**config.mk**
```make
export PLATFORM = sky130hd
export DESIGN_NAME = bhd_fifo
export DESIGN_NICKNAME = d
export VERILOG_FILES = /design/src/design/bhd_pkg.sv /design/src/design/bhd_fifo.sv
export SDC_FILE = /design/constraint.sdc
export NUM_CORES = 1
export LEC_CHECK = 0
export ABC_AREA = 1
export BUFFER_PORTS_ARGS = -buffer_cell sky130_fd_sc_hd__buf_4
export CELL_PAD_IN_SITES_DETAIL_PLACEMENT = 1
export CELL_PAD_IN_SITES_GLOBAL_PLACEMENT = 1
export CORE_UTILIZATION = 48
export DETAILED_ROUTE_END_ITERATION = 8
export GPL_TIMING_DRIVEN = 0
export PLACE_DENSITY = 0.8
export RECOVER_POWER = 100
export SLEW_MARGIN = 20
export SYNTH_ARGS = -nofsm -noshare
export SYNTH_HDL_FRONTEND = slang
export SYNTH_SLANG_ARGS = --single-unit
```
**constraint.sdc**
```tcl
create_clock -name clk -period 2.73 [get_ports clk]
set_input_delay 0.546 -clock clk [delete_from_list [all_inputs] [get_ports clk]]
set_output_delay 0.546 -clock clk [all_outputs]
set_load 0.02 [all_outputs]
```
**src/design/bhd_pkg.sv**
```systemverilog
package bhd_pkg;

    localparam int PIX_W = 8;
    localparam int CFG_W = 12;
    localparam int CFG_INDEX_W = 1;
    localparam int DEF_MAX_WIDTH = 2048;
    localparam int DEF_MAX_HEIGHT = 2048;
    localparam int QUEUE_DEPTH = 4;
    localparam int LINE_BANKS = 3;
    localparam int TAPS = 4;
    localparam int V_W = 13;
    localparam int SUM_W = 17;
    localparam int SCALE_SHIFT = 6;

    localparam logic [CFG_W-1:0] RESET_SRC_WIDTH = 12'd1920;
    localparam logic [CFG_W-1:0] RESET_SRC_HEIGHT = 12'd1080;

    localparam logic [CFG_INDEX_W-1:0] REG_SRC_WIDTH = 1'b0;
    localparam logic [CFG_INDEX_W-1:0] REG_SRC_HEIGHT = 1'b1;

    typedef logic [1:0] row_src_t;

    localparam row_src_t ROW_SRC_BANK0 = 2'd0;
    localparam row_src_t ROW_SRC_BANK1 = 2'd1;
    localparam row_src_t ROW_SRC_BANK2 = 2'd2;
    localparam row_src_t ROW_SRC_PIXEL = 2'd3;

    typedef enum logic [1:0]
    {
        COL_FULL,
        COL_LEFT_EDGE,
        COL_RIGHT_EDGE,
        COL_NARROW
    } col_mode_t;

    typedef struct packed
    {
        logic emit;
        logic row_end;
        logic frame_end;
        logic [1:0] bank;
        col_mode_t col_mode;
        row_src_t [TAPS-1:0] row_src;
        logic [PIX_W-1:0] pixel;
    } cmd_t;

endpackage

```
**src/design/bhd_fifo.sv**
```systemverilog
module bhd_fifo #(
    parameter int DATA_W = 8
)
(
    input  logic clk,
    input  logic rst_n,
    input  logic push,
    input  logic [DATA_W-1:0] push_data,
    input  logic pop,
    output logic [DATA_W-1:0] pop_data,
    output logic full,
    output logic empty
);

    localparam int PW = $clog2(bhd_pkg::QUEUE_DEPTH);
    localparam int NW = $clog2(bhd_pkg::QUEUE_DEPTH + 1);

    logic [DATA_W-1:0] slot_reg [bhd_pkg::QUEUE_DEPTH];
    logic [PW-1:0] wr_ptr_reg;
    logic [PW-1:0] wr_ptr_next;
    logic [PW-1:0] rd_ptr_reg;
    logic [PW-1:0] rd_ptr_next;
    logic [NW-1:0] count_reg;
    logic [NW-1:0] count_next;

    assign full = (count_reg == NW'(bhd_pkg::QUEUE_DEPTH));
    assign empty = (count_reg == '0);
    assign pop_data = slot_reg[rd_ptr_reg];

    always_comb
    begin
        wr_ptr_next = wr_ptr_reg;
        rd_ptr_next = rd_ptr_reg;
        count_next = count_reg;
        if (push)
        begin
            wr_ptr_next = (wr_ptr_reg == PW'(bhd_pkg::QUEUE_DEPTH - 1)) ? '0 : wr_ptr_reg + PW'(1);
        end
        if (pop)
        begin
            rd_ptr_next = (rd_ptr_reg == PW'(bhd_pkg::QUEUE_DEPTH - 1)) ? '0 : rd_ptr_reg + PW'(1);
        end
        if (push && !pop)
        begin
            count_next = count_reg + NW'(1);
        end
        else if (pop && !push)
        begin
            count_next = count_reg - NW'(1);
        end
    end

    always_ff @(posedge clk or negedge rst_n)
    begin
        if (!rst_n)
        begin
            wr_ptr_reg <= '0;
            rd_ptr_reg <= '0;
            count_reg <= '0;
        end
        else
        begin
            wr_ptr_reg <= wr_ptr_next;
            rd_ptr_reg <= rd_ptr_next;
            count_reg <= count_next;
        end
    end

    always_ff @(posedge clk)
    begin
        if (push)
        begin
            slot_reg[wr_ptr_reg] <= push_data;
        end
    end

endmodule

```
==> out/metrics.yaml <==
outcome:
  outcome: "complete, no violations"
worst_setup_path:
  worstSetupPathType: "flip-flop to primary output"
  worstPathMaxFanout: 10
  critPathRequiredTime_ns: 2.18
  endpoint_kind: "primary output"
  start_kind: "flip-flop"
  worstPathArrival_ns: 1.62
clocking:
  clk-insertion-delay-late_ns: 0.35
  post-cts-setup-buffers: 0
  cts-htree-levels: 2
  cts_buffer_depth: 2
  cts_made_buffers: 5
  cts-root-buf: "clkbuf_4"
  hold_buffers: 1
  cts_sinks: 39
  cts.repair.resized: 0
  tritoncts: "built"
  cts.reportedPaths.clkPinSlew_ns: 0.11
floorplan:
  die-width_um: 61.6
  fp.coreArea_sq_um: 3360
  io_pins: 22
  die-area_sq_um: 3800
  die_y_um: 61.6
  rows: 21
  start_util_pct: 50.7
placed_design:
  dp_hpwl_mm: 2.46
  dp_cells: 211
  place_congestion: 0.678
  post-place-ws_ns: 0.881
  portBuffers: 21
yosys:
  synth-simple-area-share_pct: 9.83
  yosys-top-cells-area: "edfxtp_1, dfrtp_1, nand2_1"
  syn_inst: 144
  synth_top_area_share_pct: 56.3
  netlist_area_sq_um: 1710
  synth_top_family_by_area: "simple AND/OR/NAND/NOR gates"
  synth_fa_ha_area_share_pct: 5.58
  ys_ff_latch: 39
  synth_compound_area_share_pct: 8.51
  synth-seq-area-share_pct: 66.6
  synthesis.nets: 163
  yosys.area_share.xor_xnor_pct: 0.514
  yosysTopAreaCell: "edfxtp_1"
  syn_avg_cell_area_sq_um: 11.8
  yosysWarnings: 0
  synthDistinctLibCells: 18
  muxShareOfSynthArea_pct: 0
flow_run:
  maxCapViolCount: 0
global_route:
  grt_usage_pct: 19.7
  gr-total-overflow: 0
  grt_pass1_vias: 1102
  grt_pass1_wl_mm: 4.95
  antenna_found_initial: 0
  grt_max_degree: 12
worst_hold_path:
  min_path_type: "input port to flip-flop"
pwr:
  ir_worst_vdd_v: 0.000434
  powerDensity_nw_per_um2: 991
  p_leak_nw: 0.820
sta:
  tightest_slew_ns: 0.412
  relSlewSlack_pct: 72.6
  fmax_ghz: 0.462
  finalHoldViolCount: 0
  grt_setup_unrepaired: "no"
  hold_slack_ns: 0.429
  finalSetupTns_ns: 0
  skew_ns: 0.00846
  fin_ws_ns: 0.567
  min_period_ns: 2.16
  finalSetupViolCount: 0
  finalCritPeriodShare_pct: 79.2
  final_max_slew_viol_count: 0
final_layout:
  final_util_pct: 56.7
  fillers: 400
  antennaDiodeCount: 0
  instances_no_fill: 220
  drive_above_1_share_pct: 6.90
  final_cell_mix: "nand2_1, edfxtp_1, inv_1"
  final_common_cell: "nand2_1"
  area_growth_pct: 11.9
  largest_reg_flops: 32
  nNetsFinal: 192
routing:
  first_pass_iters: 4
  num_vias: 1117
  drtAntennaViolNets: 0
  wl_per_cell_um: 15.5
  via_per_inst: 5.08
  drt_iter0_markers: 15
  drc: 0
  routed_wl_mm: 3.40
## cells in the mapped netlist (all sizes together)
cell type,count
nand2,39
nor3,2
ha,6
buf,3
clkbuf,1
fa,1
dfrtp,7
o211ai,16
nand4,1
inv,29
xnor2,1
a21oi,1
o21ai,4
nand3,1
edfxtp,32
## kinds of logic after synthesis
kind of cell               count (synthesis)
buffers and inverters                     33
xor gates and xnor gates                   1
adders and majority gates                  7
DFF                                       39
AOI/OAI and AO/OA                         21
and+or+nand+nor                           43
## critical path: stages, from the launching register on
cell and delay [ns]:
dfrtp_1 0.42, inv_1 0.21, clkbuf_8 0.22, nand2_1 0.07, o211ai_1 0.08, nand2_1 0.09, clkbuf_1 0.18
## path summary, 6_finish.rpt
kind                       slack (ns)        endpoint     startpoint  cells past startpoint
max reg2reg                      1.37  slot_reg[2][3]  wr_ptr_reg[0]                      4
max in group asynchronous        1.80    count_reg[2]          rst_n                      2
min in group asynchronous        0.65    count_reg[0]          rst_n                      2
max                              0.57     pop_data[0]  rd_ptr_reg[0]                      6
min reg2reg                      0.54   wr_ptr_reg[0]  wr_ptr_reg[0]                      1
min                              0.43   wr_ptr_reg[0]           push                      2
## layer usage
metal	track usage, %	share of wire (%)	vias to the layer above
met3	4.41	3.1	4
met5	0	0	-
met1	21.8	42	556
met4	10.5	1.2	0
li1	-	-	543
met2	35.2	54	14
## report_power, final
| part | internal (W) | switching, W | total (W) |
|---|---|---|---|
| Clock | 0.0000954 | 0.000178 | 0.000274 |
| Sequential | 0.000790 | 0.0000722 | 0.000862 |
| Combinational | 0.000247 | 0.000509 | 0.000756 |
| Total | 0.00113 | 0.000759 | 0.00189 |
## final cells by class
type,count,area [sq um],area share [%]
Timing Repair Buffer,22,96.3,5.05
Clock buffer,6,41.3,2.16
Inverter,29,109,5.70
Tap cell,46,57.6,3.02
Multi-Input combinational cell,72,417,21.8
Sequential cell,39,1140,59.5
Clock inverter,2,7.51,0.393
Buffer,4,43.8,2.30
## through the flow
step,total power [W],cell area [sq um]
3_5_place_dp,0.00172,1920
5_1_grt,0.00202,1910
4_1_cts,0.00199,1980
6_report,0.00189,1910
2_1_floorplan,0.00139,1710
3_3_place_gp,0.00166,1920
Power figures use the tool's default switching activity.
