## config.mk

```make
export PLATFORM = sky130hd
export DESIGN_NAME = bhd_front
export DESIGN_NICKNAME = d
export VERILOG_FILES = /design/src/design/bhd_pkg.sv /design/src/design/bhd_front.sv
export SDC_FILE = /design/constraint.sdc
export NUM_CORES = 1
export LEC_CHECK = 0
export BUFFER_PORTS_ARGS = -buffer_cell sky130_fd_sc_hd__buf_2
export CORE_ASPECT_RATIO = 2
export CORE_MARGIN = 5
export CORE_UTILIZATION = 50
export DETAILED_ROUTE_END_ITERATION = 16
export PLACE_DENSITY_LB_ADDON = 0.08
export SYNTH_ARGS = -nofsm -noshare
export SYNTH_HDL_FRONTEND = slang
export SYNTH_SLANG_ARGS = --single-unit
export TNS_END_PERCENT = 10
```

## constraint.sdc

```tcl
create_clock -name clk -period 17.5 [get_ports clk]
set_input_delay 1.75 -clock clk [delete_from_list [all_inputs] [get_ports clk]]
set_output_delay 1.75 -clock clk [all_outputs]
set_load 0.1 [all_outputs]
```

## src/design/bhd_pkg.sv

```systemverilog
package bhd_pkg;

    localparam int PIX_W = 8;
    localparam int CFG_W = 12;
    localparam int CFG_INDEX_W = 1;
    localparam int DEF_MAX_WIDTH = 2048;
    localparam int DEF_MAX_HEIGHT = 2048;
    localparam int QUEUE_DEPTH = 4;
    localparam int LINE_BANKS = 3;
    localparam int TAPS = 4;
    localparam int V_W = 13;
    localparam int SUM_W = 17;
    localparam int SCALE_SHIFT = 6;

    localparam logic [CFG_W-1:0] RESET_SRC_WIDTH = 12'd1920;
    localparam logic [CFG_W-1:0] RESET_SRC_HEIGHT = 12'd1080;

    localparam logic [CFG_INDEX_W-1:0] REG_SRC_WIDTH = 1'b0;
    localparam logic [CFG_INDEX_W-1:0] REG_SRC_HEIGHT = 1'b1;

    typedef logic [1:0] row_src_t;

    localparam row_src_t ROW_SRC_BANK0 = 2'd0;
    localparam row_src_t ROW_SRC_BANK1 = 2'd1;
    localparam row_src_t ROW_SRC_BANK2 = 2'd2;
    localparam row_src_t ROW_SRC_PIXEL = 2'd3;

    typedef enum logic [1:0]
    {
        COL_FULL,
        COL_LEFT_EDGE,
        COL_RIGHT_EDGE,
        COL_NARROW
    } col_mode_t;

    typedef struct packed
    {
        logic emit;
        logic row_end;
        logic frame_end;
        logic [1:0] bank;
        col_mode_t col_mode;
        row_src_t [TAPS-1:0] row_src;
        logic [PIX_W-1:0] pixel;
    } cmd_t;

endpackage

```

## src/design/bhd_front.sv

```systemverilog
module bhd_front #(
    parameter int MAX_WIDTH = bhd_pkg::DEF_MAX_WIDTH,
    parameter int MAX_HEIGHT = bhd_pkg::DEF_MAX_HEIGHT
)
(
    input  logic clk,
    input  logic rst_n,
    input  logic cfg_write,
    input  logic [bhd_pkg::CFG_INDEX_W-1:0] cfg_index,
    input  logic [bhd_pkg::CFG_W-1:0] cfg_data,
    input  logic in_valid,
    input  logic [bhd_pkg::PIX_W-1:0] pixel_in,
    input  logic frame_start,
    output logic in_stall,
    input  logic fifo_full,
    output logic push,
    output bhd_pkg::cmd_t cmd,
    output logic [$clog2(MAX_WIDTH)-1:0] col_addr
);

    localparam int CW = $clog2(MAX_WIDTH);
    localparam int RW = $clog2(MAX_HEIGHT);
    localparam int SWW = $clog2(MAX_WIDTH + 1);
    localparam int SHW = $clog2(MAX_HEIGHT + 1);
    localparam int WTW = (SWW > bhd_pkg::CFG_W) ? SWW : bhd_pkg::CFG_W;
    localparam int HTW = (SHW > bhd_pkg::CFG_W) ? SHW : bhd_pkg::CFG_W;
    localparam int W_CAP = (MAX_WIDTH / 2) * 2;
    localparam int H_CAP = (MAX_HEIGHT / 2) * 2;

    logic [bhd_pkg::CFG_W-1:0] src_width_reg;
    logic [bhd_pkg::CFG_W-1:0] src_height_reg;
    logic [CW-1:0] col_reg;
    logic [CW-1:0] col_next;
    logic [RW-1:0] row_reg;
    logic [RW-1:0] row_next;
    logic [1:0] rmod_reg;
    logic [1:0] rmod_next;

    logic [WTW-1:0] w_tmp;
    logic [HTW-1:0] h_tmp;
    logic [SWW-1:0] w_eff;
    logic [SHW-1:0] h_eff;
    logic [CW-1:0] c;
    logic [RW-1:0] r;
    logic [1:0] rmod;
    logic [SWW-1:0] c_ext;
    logic [SHW-1:0] r_ext;
    logic [SWW-1:0] c_inc;
    logic [SHW-1:0] r_inc;
    logic c_last;
    logic r_last;
    logic col_emit;
    logic row_emit;
    logic [bhd_pkg::TAPS-1:0][1:0] row_delta;

    function automatic bhd_pkg::row_src_t row_bank(input logic [1:0] m, input logic [1:0] d);
        logic [2:0] t;
        begin
            t = {1'b0, m} + 3'd3 - {1'b0, d};
            if (t >= 3'd3)
            begin
                t = t - 3'd3;
            end
            return t[1:0];
        end
    endfunction

    always_comb
    begin
        w_tmp = {src_width_reg[bhd_pkg::CFG_W-1:1], 1'b0};
        if (w_tmp < WTW'(2))
        begin
            w_tmp = WTW'(2);
        end
        if (w_tmp > WTW'(W_CAP))
        begin
            w_tmp = WTW'(W_CAP);
        end
        w_eff = w_tmp[SWW-1:0];

        h_tmp = {src_height_reg[bhd_pkg::CFG_W-1:1], 1'b0};
        if (h_tmp < HTW'(2))
        begin
            h_tmp = HTW'(2);
        end
        if (h_tmp > HTW'(H_CAP))
        begin
            h_tmp = HTW'(H_CAP);
        end
        h_eff = h_tmp[SHW-1:0];
    end

    always_comb
    begin
        if (frame_start || (SWW'(col_reg) >= w_eff))
        begin
            c = '0;
        end
        else
        begin
            c = col_reg;
        end

        if (frame_start || (SHW'(row_reg) >= h_eff))
        begin
            r = '0;
            rmod = 2'd0;
        end
        else
        begin
            r = row_reg;
            rmod = rmod_reg;
        end

        c_ext = SWW'(c);
        r_ext = SHW'(r);
        c_last = (c_ext == w_eff - SWW'(1));
        r_last = (r_ext == h_eff - SHW'(1));
        col_emit = c_last || (!c[0] && (c_ext >= SWW'(2)) && (c_ext <= w_eff - SWW'(2)));
        row_emit = r_last || (!r[0] && (r_ext >= SHW'(2)) && (r_ext <= h_eff - SHW'(2)));
    end

    always_comb
    begin
        cmd.emit = col_emit && row_emit;
        cmd.row_end = c_last;
        cmd.frame_end = c_last && r_last;
        cmd.bank = rmod;
        cmd.pixel = pixel_in;

        if (c_last)
        begin
            cmd.col_mode = (w_eff == SWW'(2)) ? bhd_pkg::COL_NARROW : bhd_pkg::COL_RIGHT_EDGE;
        end
        else if (c_ext == SWW'(2))
        begin
            cmd.col_mode = bhd_pkg::COL_LEFT_EDGE;
        end
        else
        begin
            cmd.col_mode = bhd_pkg::COL_FULL;
        end

        // rows back from the current one, oldest tap first
        if (r_last)
        begin
            if (h_eff == SHW'(2))
            begin
                row_delta = {2'd0, 2'd0, 2'd1, 2'd1};
            end
            else
            begin
                row_delta = {2'd0, 2'd0, 2'd1, 2'd2};
            end
        end
        else if (r_ext == SHW'(2))
        begin
            row_delta = {2'd0, 2'd1, 2'd2, 2'd2};
        end
        else
        begin
            row_delta = {2'd0, 2'd1, 2'd2, 2'd3};
        end

        for (int k = 0; k < bhd_pkg::TAPS; k++)
        begin
            if (row_delta[k] == 2'd0)
            begin
                cmd.row_src[k] = bhd_pkg::ROW_SRC_PIXEL;
            end
            else
            begin
                cmd.row_src[k] = row_bank(rmod, row_delta[k]);
            end
        end
    end

    always_comb
    begin
        c_inc = c_ext + SWW'(1);
        r_inc = r_ext + SHW'(1);
        col_next = c_inc[CW-1:0];
        row_next = r;
        rmod_next = rmod;
        if (c_inc >= w_eff)
        begin
            col_next = '0;
            if (r_inc >= h_eff)
            begin
                row_next = '0;
                rmod_next = 2'd0;
            end
            else
            begin
                row_next = r_inc[RW-1:0];
                rmod_next = (rmod == 2'd2) ? 2'd0 : rmod + 2'd1;
            end
        end
    end

    assign push = in_valid && !fifo_full;
    assign in_stall = fifo_full;
    assign col_addr = c;

    always_ff @(posedge clk or negedge rst_n)
    begin
        if (!rst_n)
        begin
            src_width_reg <= bhd_pkg::RESET_SRC_WIDTH;
            src_height_reg <= bhd_pkg::RESET_SRC_HEIGHT;
        end
        else if (cfg_write)
        begin
            case (cfg_index)
                bhd_pkg::REG_SRC_WIDTH:
                begin
                    src_width_reg <= cfg_data;
                end
                bhd_pkg::REG_SRC_HEIGHT:
                begin
                    src_height_reg <= cfg_data;
                end
                default:
                begin
                end
            endcase
        end
    end

    always_ff @(posedge clk or negedge rst_n)
    begin
        if (!rst_n)
        begin
            col_reg <= '0;
            row_reg <= '0;
            rmod_reg <= 2'd0;
        end
        else if (push)
        begin
            col_reg <= col_next;
            row_reg <= row_next;
            rmod_reg <= rmod_next;
        end
    end

endmodule

```

==> parameters.txt <==
Parameter                              Value

Outcome
  Run status ... complete, no violations

STA
  Setup TNS ... 0 ns
  Final slew viol count ... 0
  Final worst path period share ... 51.9%
  Slew at the pin with the worst max-slew slack ... 1.13 ns
  Number of endpoints failing setup at the final stage ... 0
  Unrepaired setup endpoints after global routing ... no
  Final count of hold timing violations ... 0
  Max frequency ... 0.110 GHz
  Clock Skew ... 0.00663 ns
  Minimum period implied by the final worst setup slack ... 9.08 ns
  Worst slew margin relative to its limit ... 24.5%

Placed design
  Final GP Congestion ... 0.929
  Number of I/O port buffers ... 43
  Detail Placement HPWL ... 11.4 mm

GRT
  Via count of the first global-routing pass ... 4707
  Largest net degree at the start of global routing ... 47
  Congestion Overflow GR ... 0
  Number of antenna violations at the first check in global routing ... 0
  GR Util All Layers ... 23.8%
  Wire length of the first global-routing pass ... 22.8 mm

Logic synthesis
  Adder-cell share of the synthesized area ... 20.1%
  Proportion of synthesized flip-flops having asynchronous set or reset ... 100%
  Leading cell types by count after synthesis ... sky130_fd_sc_hd__ha_1, sky130_fd_sc_hd__nand2_1, sky130_fd_sc_hd__nor2_1
  Post-Synthesis Cells ... 607
  Yosys warning count ... 0
  Share of the synthesized area in the top cell type ... 18.9%
  Mapped Avg Cell Area ... 8.30 µm²
  Sequential area share after synthesis ... 23.1%
  Dominant cell type by area after synthesis ... sky130_fd_sc_hd__dfrtp_1
  Count of unique library cells instantiated by Yosys ... 63
  Multiplexer fraction of the synthesized cell area ... 5.32%
  Compound-cell area share of the yosys netlist ... 16.7%
  Number of flops mapped to enable cells by yosys ... 0
  Most frequently used cell type in the post-synthesis netlist ... sky130_fd_sc_hd__ha_1
  Flip-flop and latch count after synthesis ... 46
  Share of synthesized cell area in and, or, nand and nor gates ... 24.5%
  Area of the mapped netlist ... 0.00504 mm²
  Largest cells by area after synthesis ... sky130_fd_sc_hd__dfrtp_1, sky130_fd_sc_hd__ha_1, sky130_fd_sc_hd__mux2_2
  Primary flip-flop cell chosen by synthesis mapping ... sky130_fd_sc_hd__dfrtp_1
  XOR/XNOR share of the synthesized area ... 4.35%
  Main combinational cell family by area after synthesis ... simple AND/OR/NAND/NOR gates

Drt
  Detail Route Antenna Nets ... 0
  Via count ... 4581
  Post-detailed-route via-to-cell ratio ... 6.04
  Overall routed net length ... 13.9 mm
  Initial DRT Pass Iterations ... 4
  Average wire length per cell after detail routing ... 18.4 µm
  Drt initial violations ... 278
  DRC viols ... 0

Finish
  Util after Layout ... 54.0%
  Nets@finish ... 728
  Area growth from synthesis to final layout ... 7.43%
  Filler cell count in the final layout ... 1037
  Inserted Diodes ... 0
  Fraction of final layout cells sized beyond drive strength 1 ... 15.1%

Flow run
  Number of maximum-capacitance violations ... 0

Worst setup path
  Source of the worst register-to-register timing path ... src_width_reg[10]$_DFFE_PN1P_
  Worst-path fanout max ... 19
  Crit path capture type ... output pin
  Category of the most critical setup path ... reg2out
  Data required, critical path ... 15.75 ns
  Register-to-Register Setup Slack ... 11.15 ns
  Critical Path Start Type ... flop
  Cell count of the worst reg-to-reg path ... 25
  Arrival time of the worst setup path ... 7.33 ns
  R2R Path End ... row_reg[5]$_DFFE_PN0P_

Clocking
  CTS hold repair buffers ... 0
  Number of sinks driven by the clock tree ... 46
  Insertion delay to the later sink of the worst-skew pair ... 0.29 ns
  Post-CTS setup buffer count ... 0
  Post-cts gate resize count ... 0
  CTS tree ... yes
  Clock buffer count from CTS ... 5
  CTS max path bufs ... 2
  Level count of the clock H-tree ... 2
  Post-CTS clock slew at the launch and capture registers of the worst setup and hold paths ... 0.06 ns
  Clk Tree Root Cell ... sky130_fd_sc_hd__clkbuf_16

Min path
  Worst Hold Class ... reg2reg
  Sink of the worst hold path ... rmod_reg[0]$_DFFE_PN0P_
  Instance count along the most critical hold path ... 1
  Beginning of the worst hold path ... rmod_reg[0]$_DFFE_PN0P_

Floorplan
  Number of top-level pins ... 63
  Effective utilization at floorplan ... 50.3%
  Placeable core region ... 0.0100 mm²
  Width of the die ... 81.0 µm
  Die ar. ... 0.0123 mm²
  Site row count ... 52
  Vertical die dimension ... 152 µm

Pwr
  Maximum resistive drop on vdd ... 88.9 µV
  Total power density per cell area ... 110 mW/mm²
  Standby leakage power ... 2.56 nW
[routing by layer]
metal	vias to the layer above	GRT usage, %	share of wire (%)
li1	2223	-	-
met1	2215	23.7	35
met2	93	44.3	56
met3	50	2.84	2.2
met4	0	14.7	6.1
met5	-	0	0
[report_power, final]
part | internal, mW | leakage (nW) | switching, mW
logic | 0.0959 | 1.91 | 0.235
clock network | 0.0675 | 0.0771 | 0.0422
registers | 0.123 | 0.574 | 0.0298
total | 0.286 | 2.56 | 0.307
[layout make-up]
| type | instances | area, µm² | area share [%] |
|---|---|---|---|
| inverters | 26 | 97.6 | 1.80 |
| clock buffers | 6 | 129 | 2.38 |
| repair buffers | 46 | 238 | 4.39 |
| well taps | 135 | 169 | 3.12 |
| flip-flops and latches | 46 | 1160 | 21.5 |
| multi-input cells | 497 | 3580 | 66.1 |
| clock inverters | 2 | 37.5 | 0.694 |
[worst max-delay path, cell delays in order (launching register included)]
cell and delay [ns]:
sky130_fd_sc_hd__dfrtp_1 0.43, sky130_fd_sc_hd__nor4_1 0.49, sky130_fd_sc_hd__nand3_1 0.22, sky130_fd_sc_hd__nor3_1 0.20, sky130_fd_sc_hd__o21ai_0 0.19, sky130_fd_sc_hd__inv_1 0.19, sky130_fd_sc_hd__ha_1 0.26, sky130_fd_sc_hd__nand2b_1 0.07
sky130_fd_sc_hd__a21oi_1 0.07, sky130_fd_sc_hd__o311a_1 0.38, sky130_fd_sc_hd__a211oi_4 0.70, sky130_fd_sc_hd__nand2_1 0.25, sky130_fd_sc_hd__inv_1 0.12, sky130_fd_sc_hd__ha_1 0.16, sky130_fd_sc_hd__nand3_1 0.11, sky130_fd_sc_hd__nor4_1 0.80
sky130_fd_sc_hd__nand3_1 0.34, sky130_fd_sc_hd__inv_1 0.22, sky130_fd_sc_hd__nand3_1 0.13, sky130_fd_sc_hd__fa_1 0.60, sky130_fd_sc_hd__inv_1 0.05, sky130_fd_sc_hd__ha_1 0.17, sky130_fd_sc_hd__nor2_1 0.21, sky130_fd_sc_hd__a21oi_1 0.10
sky130_fd_sc_hd__a21oi_1 0.12, sky130_fd_sc_hd__buf_2 0.44
[through the flow]
| step | setup WS [ns] | total power, mW | cells | hold slack (ns) | area [µm²] |
|---|---|---|---|---|---|
| CTS | 8.40 | 0.597 | 758 | 0.519 | 5410 |
| detailed placement | 8.72 | 0.485 | 750 | 0.504 | 5240 |
| global placement | 8.94 | 0.477 | 750 | 0.491 | 5240 |
| floorplan | 8.62 | 0.426 | 608 | 0.473 | 5040 |
| finish | 8.42 | 0.594 | 758 | 0.512 | 5410 |
| global route | 7.85 | 0.634 | 758 | 0.537 | 5410 |
[kinds of logic (layout without fill, tap and decap cells)]
logic type      Yosys count  count (layout)
simple gates            249             249
compound gates          118             118
fa+ha+maj                79              79
buf+inv                  65              80
flops                    46              46
xor+xnor                 25              25
mux                      24              24
other cells               1               2
[cell usage in the layout, fill, tap and decap left out, drive strengths merged, types with 12 or more instances in the layout]
cell	synthesis	final
ha	76	76
nand2	65	65
nor2	62	62
buf	21	46
dfrtp	38	38
nand3	27	27
o21ai	27	27
inv	26	26
a21oi	22	22
mux2	22	22
nor3	18	18
xor2	14	14
nor2b	14	14
and2	12	12
[worst max path at each step]
stage | from | slack [ns] | end | cells past startpoint
after floorplan | src_width_reg[10]$_DFFE_PN1P_ | 8.62 | cmd[22] | 20
after detailed placement | src_height_reg[8]$_DFFE_PN0P_ | 8.72 | cmd[9] | 25
final | src_height_reg[8]$_DFFE_PN0P_ | 8.42 | cmd[9] | 25
after global placement | src_height_reg[6]$_DFFE_PN0P_ | 8.94 | cmd[9] | 25
after global routing | src_height_reg[6]$_DFFE_PN0P_ | 7.85 | cmd[9] | 25
after CTS | src_height_reg[6]$_DFFE_PN0P_ | 8.40 | cmd[9] | 25
No activity file was read; power rests on OpenSTA's default activity.
